### src/hdl/spq_pkg.sv
`timescale 1ns / 1ps
// spq_pkg: shared types, widths and codes for the stable priority queue.
// No dependencies; used by spq_cell, stable_priority_queue_top and spq_checker.

package spq_pkg;

  localparam int PRI_W           = 8;
  localparam int PAY_W           = 16;
  localparam int LEN_W           = 5;
  localparam int STATUS_W        = 2;
  localparam int DEF_QUEUE_DEPTH = 16;

  localparam int IN_DATA_W  = 24;  // priority + payload
  localparam int OUT_DATA_W = 32;  // status + priority + payload + length, byte padded

  // request kind carried on in_tuser
  localparam logic REQ_ENQ = 1'b0;
  localparam logic REQ_DEQ = 1'b1;

  // result status
  localparam logic [STATUS_W-1:0] ST_OK    = 2'd0;
  localparam logic [STATUS_W-1:0] ST_EMPTY = 2'd1;
  localparam logic [STATUS_W-1:0] ST_FULL  = 2'd2;

  // operation broadcast to every cell
  localparam logic [1:0] OP_NONE = 2'd0;
  localparam logic [1:0] OP_ENQ  = 2'd1;
  localparam logic [1:0] OP_DEQ  = 2'd2;

  typedef struct packed {
    logic             vld;
    logic [PRI_W-1:0] pri;
    logic [PAY_W-1:0] pay;
  } entry_t;

endpackage

### src/hdl/spq_cell.sv
`timescale 1ns / 1ps
// spq_cell: one slot of the sorted shift-register queue.
// Depends on spq_pkg (entry_t, OP_* codes).

module spq_cell (
  input  logic                    clk,
  input  logic                    rst_n,
  input  logic [1:0]              op,
  input  logic [spq_pkg::PRI_W-1:0] new_pri,
  input  logic [spq_pkg::PAY_W-1:0] new_pay,
  input  spq_pkg::entry_t         left_ent,   // neighbor nearer the head
  input  logic                    left_keep,
  input  spq_pkg::entry_t         right_ent,  // neighbor nearer the tail
  output spq_pkg::entry_t         cur_ent,
  output logic                    keep
);

  logic                      vld_r, vld_nxt;
  logic [spq_pkg::PRI_W-1:0] pri_r, pri_nxt;
  logic [spq_pkg::PAY_W-1:0] pay_r, pay_nxt;

  // keep: this slot stays ahead of the new entry (ties keep arrival order)
  assign keep    = vld_r && (pri_r >= new_pri);
  assign cur_ent = '{vld: vld_r, pri: pri_r, pay: pay_r};

  always_comb begin
    vld_nxt = vld_r;
    pri_nxt = pri_r;
    pay_nxt = pay_r;
    unique case (op)
      spq_pkg::OP_ENQ: begin
        if (!keep) begin
          if (left_keep) begin
            vld_nxt = 1'b1;
            pri_nxt = new_pri;
            pay_nxt = new_pay;
          end else begin
            vld_nxt = left_ent.vld;
            pri_nxt = left_ent.pri;
            pay_nxt = left_ent.pay;
          end
        end
      end
      spq_pkg::OP_DEQ: begin
        vld_nxt = right_ent.vld;
        pri_nxt = right_ent.pri;
        pay_nxt = right_ent.pay;
      end
      default: begin
      end
    endcase
  end

  always_ff @(posedge clk) begin
    if (!rst_n) begin
      vld_r <= 1'b0;
    end else begin
      vld_r <= vld_nxt;
    end
    pri_r <= pri_nxt;
    pay_r <= pay_nxt;
  end

endmodule

### src/hdl/stable_priority_queue_top.sv
`timescale 1ns / 1ps
// stable_priority_queue_top: stable sorted priority queue built as a chain of spq_cell slots.
// Depends on spq_pkg and spq_cell.
//
//  channel | dir | tdata fields (low bit up)                           | tuser
//  in_     | in  | entry_priority[7:0], entry_payload[23:8]            | req_type
//  out_    | out | status[1:0], out_priority[9:2], out_payload[25:10], | -
//          |     | occupancy[30:26], zero[31]                          |
//
// One word per cycle unless the output stalls: every cell compares its slot with the broadcast
// entry and loads itself, its neighbor or the new entry in the same cycle the word is taken.
// The result sits in an output register; a new word is taken when it is empty or
// being drained, so a stalled output holds the input off after one word.
// Synchronous active-low reset empties the queue and clears the output valid.

module stable_priority_queue_top #(
  parameter int QUEUE_DEPTH = spq_pkg::DEF_QUEUE_DEPTH
) (
  input  logic                              clk,
  input  logic                              rst_n,
  input  logic                              in_tvalid,
  output logic                              in_tready,
  input  logic [spq_pkg::IN_DATA_W-1:0]     in_tdata,   // entry_priority, entry_payload
  input  logic                              in_tuser,   // req_type
  output logic                              out_tvalid,
  input  logic                              out_tready,
  output logic [spq_pkg::OUT_DATA_W-1:0]    out_tdata   // status, out_priority, out_payload, occupancy
);

  localparam int CNT_W = $clog2(QUEUE_DEPTH + 1);
  localparam logic [CNT_W-1:0] CNT_FULL = CNT_W'(QUEUE_DEPTH);

  logic                      accept;
  logic [1:0]                op;
  logic [spq_pkg::PRI_W-1:0] new_pri;
  logic [spq_pkg::PAY_W-1:0] new_pay;
  logic                      is_empty, is_full;

  logic [CNT_W-1:0] cnt_r, cnt_nxt;
  logic             out_vld_r;
  logic [spq_pkg::OUT_DATA_W-1:0] out_data_r, out_data_nxt;
  logic [spq_pkg::STATUS_W-1:0]   status;
  logic [spq_pkg::PRI_W-1:0]      res_pri;
  logic [spq_pkg::PAY_W-1:0]      res_pay;
  logic [31:0]                    len_ext;

  spq_pkg::entry_t cell_ent  [QUEUE_DEPTH];
  logic            cell_keep [QUEUE_DEPTH];

  assign new_pri   = in_tdata[spq_pkg::PRI_W-1:0];
  assign new_pay   = in_tdata[spq_pkg::PRI_W +: spq_pkg::PAY_W];
  assign in_tready = !out_vld_r || out_tready;
  assign accept    = in_tvalid && in_tready;
  assign is_empty  = (cnt_r == '0);
  assign is_full   = (cnt_r == CNT_FULL);

  always_comb begin
    op      = spq_pkg::OP_NONE;
    cnt_nxt = cnt_r;
    status  = spq_pkg::ST_OK;
    res_pri = '0;
    res_pay = '0;
    if (in_tuser == spq_pkg::REQ_DEQ) begin
      if (is_empty) begin
        status = spq_pkg::ST_EMPTY;
      end else begin
        op      = spq_pkg::OP_DEQ;
        cnt_nxt = cnt_r - 1'b1;
        res_pri = cell_ent[0].pri;
        res_pay = cell_ent[0].pay;
      end
    end else begin
      if (is_full) begin
        status = spq_pkg::ST_FULL;
      end else begin
        op      = spq_pkg::OP_ENQ;
        cnt_nxt = cnt_r + 1'b1;
      end
    end
    if (!accept) begin
      op      = spq_pkg::OP_NONE;
      cnt_nxt = cnt_r;
    end
    len_ext      = 32'(cnt_nxt);
    out_data_nxt = {1'b0, len_ext[spq_pkg::LEN_W-1:0], res_pay, res_pri, status};
  end

  genvar g;
  generate
    for (g = 0; g < QUEUE_DEPTH; g++) begin : g_cell
      spq_pkg::entry_t left_ent, right_ent;
      logic            left_keep;
      if (g == 0) begin : g_head
        assign left_ent  = '0;
        assign left_keep = 1'b1;
      end else begin : g_mid
        assign left_ent  = cell_ent[g-1];
        assign left_keep = cell_keep[g-1];
      end
      if (g == QUEUE_DEPTH - 1) begin : g_tail
        assign right_ent = '0;
      end else begin : g_body
        assign right_ent = cell_ent[g+1];
      end

      spq_cell u_cell (
        .clk       (clk),
        .rst_n     (rst_n),
        .op        (op),
        .new_pri   (new_pri),
        .new_pay   (new_pay),
        .left_ent  (left_ent),
        .left_keep (left_keep),
        .right_ent (right_ent),
        .cur_ent   (cell_ent[g]),
        .keep      (cell_keep[g])
      );
    end
  endgenerate

  always_ff @(posedge clk) begin
    if (!rst_n) begin
      cnt_r     <= '0;
      out_vld_r <= 1'b0;
    end else begin
      cnt_r <= cnt_nxt;
      if (accept) begin
        out_vld_r <= 1'b1;
      end else if (out_tready) begin
        out_vld_r <= 1'b0;
      end
    end
    if (accept) begin
      out_data_r <= out_data_nxt;
    end
  end

  assign out_tvalid = out_vld_r;
  assign out_tdata  = out_data_r;

endmodule

### config.mk
export PLATFORM = sky130hd
export DESIGN_NAME = stable_priority_queue_top
export DESIGN_NICKNAME = d
export VERILOG_FILES = /design/src/hdl/spq_pkg.sv /design/src/hdl/spq_cell.sv /design/src/hdl/stable_priority_queue_top.sv
export SDC_FILE = /design/constraint.sdc
export NUM_CORES = 1
export LEC_CHECK = 0
export ABC_CLOCK_PERIOD_IN_PS = 7200
export BUFFER_PORTS_ARGS = -buffer_cell sky130_fd_sc_hd__buf_2
export CAP_MARGIN = 0
export CORE_MARGIN = 8
export CORE_UTILIZATION = 68
export CTS_CLUSTER_SIZE = 40
export DETAILED_ROUTE_END_ITERATION = 10
export GPL_TIMING_DRIVEN = 0
export HOLD_SLACK_MARGIN = 0.03
export PLACE_DENSITY = 0.86
export SKIP_CTS_REPAIR_TIMING = 1
export SYNTH_ARGS = -nofsm -noshare
export SYNTH_HDL_FRONTEND = slang
export SYNTH_SLANG_ARGS = --single-unit
export TNS_END_PERCENT = 5
### constraint.sdc
create_clock -name clk -period 7.2 [get_ports clk]
set_input_delay 0.36 -clock clk [delete_from_list [all_inputs] [get_ports clk]]
set_output_delay 0.36 -clock clk [all_outputs]
set_load 0.02 [all_outputs]
; ---- Word level (Yosys, flattened, before mapping)
; Cells that the tools add are included.
[totals]
register_bits = 437
inputBits = 29
out_inout_bits = 34
wordCells = 283
[op_classes]
add_sub_neg = 2
order_cmp = 16
n_eq_ne = 19
muxes = 154
bitwise_logic = 1
reduce_logical = 39
[ops]
columns = cell, n
row1 = case mux 16 bit (2 select lines), 16
row2 = 2-to-1 mux 16 bit, 31
row3 = case mux 8 bit (2 select lines), 16
row4 = 2-to-1 mux 8 bit, 31
row5 = greater-or-equal comparator 8 bit, 16
row6 = 2-to-1 mux 1 bit, 35
row7 = "inequality test 2 bit, second input constant", 16
row8 = case mux 1 bit (2 select lines), 16
row9 = AND reduction 2 bit, 16
row10 = 2-to-1 mux 5 bit, 4
row11 = logical AND 1 bit, 17
row12 = 2-to-1 mux 2 bit, 5
row13 = "adder 5 x 1 -> 5 bit, second input constant", 1
row14 = "equality test 5 bit, second input constant", 1
row15 = logical NOT 5 bit, 1
row16 = "subtractor 5 x 1 -> 5 bit, second input constant", 1
row17 = nonzero test 2 bit, 2
row18 = "equality test 2 x 1 -> 1 bit, second input constant", 1
row19 = "equality test 2 bit, second input constant", 1
row20 = OR reduction 2 bit, 1
row21 = logical NOT 1 bit, 1
row22 = logical OR 1 bit, 1
row23 = NOT 1 bit, 1

; ---- Depth between registers and ports, before layout
[depth]
word_depth = 7
ltp_mapped = 10
mapped_depth_nobuf = 7

; ---- Modules after synthesis
; From an unflattened synthesis, not the netlist that was laid out.
[unflattened]
cells_unflattened = 2394
area_unflattened_um2 = 25888.6
[by_module_without_submodules]
columns = mod, instances, cells_each, area_each_um2, seq_area_each_um2
row1 = spq_cell, 16, 142, 1517.7, 740.7
row2 = stable_priority_queue_top, 1, 122, 1605.3, 1051.0

; ---- Least setup slack after synthesis
; No wires, ideal clock.
[synth_timing]
path_kind = in2reg
from = input port in_tdata[6] (netlist bit)
to = register g_cell[8].u_cell.pay_r[0] (netlist bit) (enable)
setup_ns = 0.405
arrival_time_ns = 3.195
t_required_ns = 6.795
slack_ns = 3.600
path_stages = 8
path_buffers = 1
path_cell_list = inv_1 > ha_1 > and3_1 > a221o_1 > a2bb2oi_2 > buf_6 > nor2_1 > nor2_1
[synth_via]
elab_chain_cells = 4
[synth_rtl]
columns = element, line
row1 = start: declaration, stable_priority_queue_top.sv:23  ; input logic [spq_pkg::IN_DATA_W-1:0] in_tdata,
row2 = greater-or-equal comparator 8 bit, spq_cell.sv:23  ; assign keep = vld_r && (pri_r >= new_pri);
row3 = logical AND 1 bit, spq_cell.sv:23
row4 = inequality test 2 bit (no line), --
row5 = AND reduction 2 bit (no line), --
row6 = end signal: assignment, spq_cell.sv:61  ; pay_r <= pay_nxt;
row7 = end: declaration, spq_cell.sv:20  ; logic [spq_pkg::PAY_W-1:0] pay_r, pay_nxt;
; No other way between the ends.
; A chain may end at the register's enable or synchronous reset.

; ---- Final worst setup path
[layout_timing]
from = input port in_tdata[5] (netlist bit)
to = register g_cell[1].u_cell.pay_r[15] (netlist bit) (enable)
[layout_via]
elab_chain_cells = 4
[layout_rtl]
columns = element, line
row1 = greater-or-equal comparator 8 bit, spq_cell.sv:23
row2 = logical AND 1 bit, spq_cell.sv:23
row3 = inequality test 2 bit (no line), --
row4 = AND reduction 2 bit (no line), --
row5 = end signal: assignment, spq_cell.sv:61
row6 = end: declaration, spq_cell.sv:20
; No other way between the ends.

==> flow_summary.ini <==
[clocking]
htreeDepth = 2
clkLatencyLatePin_ns = 0.60
cts_made_buffers = 46
clock_tree.root_cell = clkbuf_16
cts_num_sinks = 437
cts.clk_slew.worst_paths_ns = 0.06
cts_tree = yes
cts_buffer_depth = 3

[critical_path]
crit_type = input pin to flip-flop
cp-start-kind = input pin
critPathRequiredTime_ns = 7.50
critical_path.endpoint_type = flip-flop
timing.rr.end = g_cell[1].u_cell.pay_r[15]$_DFFE_PP_
worst-r2r-cell-count = 9
path_cells = buf_2 > inv_1 > ha_1 > a21o_1 > a221o_1 > a32oi_1 > clkbuf_1 > nor2_1 > nor2_2 > buf_8
crit_fanout = 16
cp_slowest_stage_delay_ns = 0.70
worstPathArrival_ns = 4.31
r2r_start = g_cell[1].u_cell.pri_r[0]$_DFFE_PP_
r2r_slack_ns = 3.41
cpMaxStageDelayCell = inv_1

[drt]
drtPass1Iterations = 9
ant_nets = 0
drc = 0
num_vias = 20400
drt_iter0_markers = 2876
routed_wl_um = 75700
wl_per_cell_um = 26.7
via_per_inst = 7.20

[timing]
tightest_slew_ns = 1.32
rsz0062_at_grt = false
worst_slack_ns = 3.19
finalClockSkew_ns = 0.0239
hold_viol = 0
period_share = 0.557
finalCriticalPeriod_ns = 4.01
holdWs_ns = 0.0856
setup_violations = 0
maxSlewHeadroom = 0.123
tns_ns = 0
finalMaxSlewViolations = 0
clock.fmax_mhz = 250

[logic_synthesis]
ys.flop_type = edfxtp_1
synth-edff-count = 415
syn-instance-count = 2217
synth_common_cells = nand2_1, edfxtp_1, nand3_1
yosysMostFrequentCell = nand2_1
yosysSeqAreaShare = 0.527
ys_warn_count = 0
avgSynthCellArea_um2 = 11.1
yosysTopAreaCell = edfxtp_1
ys_types = 64
synth_area_leaders = edfxtp_1, ha_1, nand2_1, o211ai_1, mux2i_1
synth_area_mm2 = 0.0245
synth_top_area_frac = 0.509
synth_seq_cells = 437
synth_nets = 2376
async_reset_ff_frac = 0

[placed_design]
placed_cells = 2753
dp_hpwl_um = 56600
place_ws_ns = 2.75
placed_area_mm2 = 0.0257
routabilityCongestion = 0.926
portBuffers = 61

[floorplan]
rows = 69
core_mm2 = 0.0356
die_w_um = 206
start_util = 0.689
die_area_mm2 = 0.0424
io_pins = 63
die_y_um = 206

[layout]
final_nets = 2499
n_antenna_cell = 0
area_delta_synth_final_pct = 10.8
stdcell_area_mm2 = 0.0272
final_layout_size_suffix_gt1_frac = 0.150
final_cells = 2836

[global_route]
grt_pass1_wl_um = 115000
grt_pass1_vias = 20300
overflow = 0
grt_antenna_before_repair = 0
grt_max_degree = 39
track_usage = 0.354

[hold_path]
whs_path_depth = 3
hold_path_class = input pin to flip-flop
hold_path_end = out_tvalid$_SDFFE_PN0P_
min-delay-start = in_tvalid

[pwr]
power.density_mw_per_mm2 = 258
leakage_nw = 11.0
peakVddDrop_uv = 315

[flow_run]
maxCapViolCount = 0

[outcome]
status = finished, final reports clean
-- sequential cells by signal, indices dropped and copies added (netlist names) --
signal	flops
out_tvalid	1
cnt_r	5
g_cell.u_cell.vld_r	16
g_cell.u_cell.pri_r	128
out_tdata	31
g_cell.u_cell.pay_r	256
-- metrics by stage --
step                power, W  utilization
floorplan            0.00416            -
global placement     0.00451        0.714
detailed placement   0.00461        0.722
CTS                  0.00697        0.764
global route         0.00721        0.764
finish               0.00702        0.764
-- power by group --
group / leakage, nW / total (W) / internal (W) / switching [W]
Combinational: 6.16 / 0.00131 / 0.000485 / 0.000830
Clock: 0.737 / 0.00239 / 0.00136 / 0.00103
Sequential: 4.11 / 0.00331 / 0.00314 / 0.000169
-- critical path: cells and delay by family --
| kind | cells | cell delay [ns] |
|---|---|---|
| fa+ha+maj | 1 | 0.40 |
| buf+inv | 4 | 1.72 |
| compound gates | 3 | 1.00 |
| simple gates | 2 | 0.79 |
-- cell type report --
class	count	area, um2
buffer	183	1080
clock buffer	62	1330
clock inverter	21	155
fill	2285	8410
inverter	32	120
multi-input combinational	1565	10400
sequential	437	12900
tap	461	577
timing repair buffer	75	566
-- layout by cell type (no fill, tap or decap), types with 49 or more instances in the layout --
cell and count:
ha_1 130, nand3_1 222, mux2i_1 120, edfxtp_1 415, clkbuf_1 64, buf_2 136
o211ai_1 193, o21ai_1 95, nand2_1 428, clkbuf_16 49
-- per-layer routing --
layer  share of wire  wire, um  global-route usage
met5               0         0                   0
met4           0.060      4540               0.186
met3            0.13      9550              0.0803
met1            0.36     27400               0.461
met2            0.45     34200               0.551
-- worst max-delay path by stage --
| stage | start | depth (start not counted) | slack [ns] | to |
|---|---|---|---|---|
| detailed placement | in_tdata[5] | 10 | 2.75 | g_cell[1].u_cell.pri_r[0]$_DFFE_PP_ |
| global route | in_tdata[5] | 10 | 3.15 | g_cell[1].u_cell.pay_r[15]$_DFFE_PP_ |
| floorplan | in_tdata[6] | 8 | 3.60 | g_cell[8].u_cell.pay_r[0]$_DFFE_PP_ |
| CTS | out_tvalid$_SDFFE_PN0P_ | 8 | 3.10 | g_cell[1].u_cell.pay_r[15]$_DFFE_PP_ |
| finish | in_tdata[5] | 10 | 3.19 | g_cell[1].u_cell.pay_r[15]$_DFFE_PP_ |
| global placement | in_tdata[5] | 9 | 1.94 | g_cell[1].u_cell.pri_r[0]$_DFFE_PP_ |
-- logic make-up (layout without fill, tap and decap cells) --
kind of cell	after synthesis	after routing	synth area share
AOI/OAI and AO/OA	500	500	0.154
xor gates and xnor gates	1	1	0.000664
adders and majority gates	130	130	0.0664
buffers and inverters	215	373	0.0489
DFF	437	437	0.527
muxes	120	120	0.0490
other	1	1	0.000153
and+or+nand+nor	813	813	0.155
(Power assumes the default switching activity.)
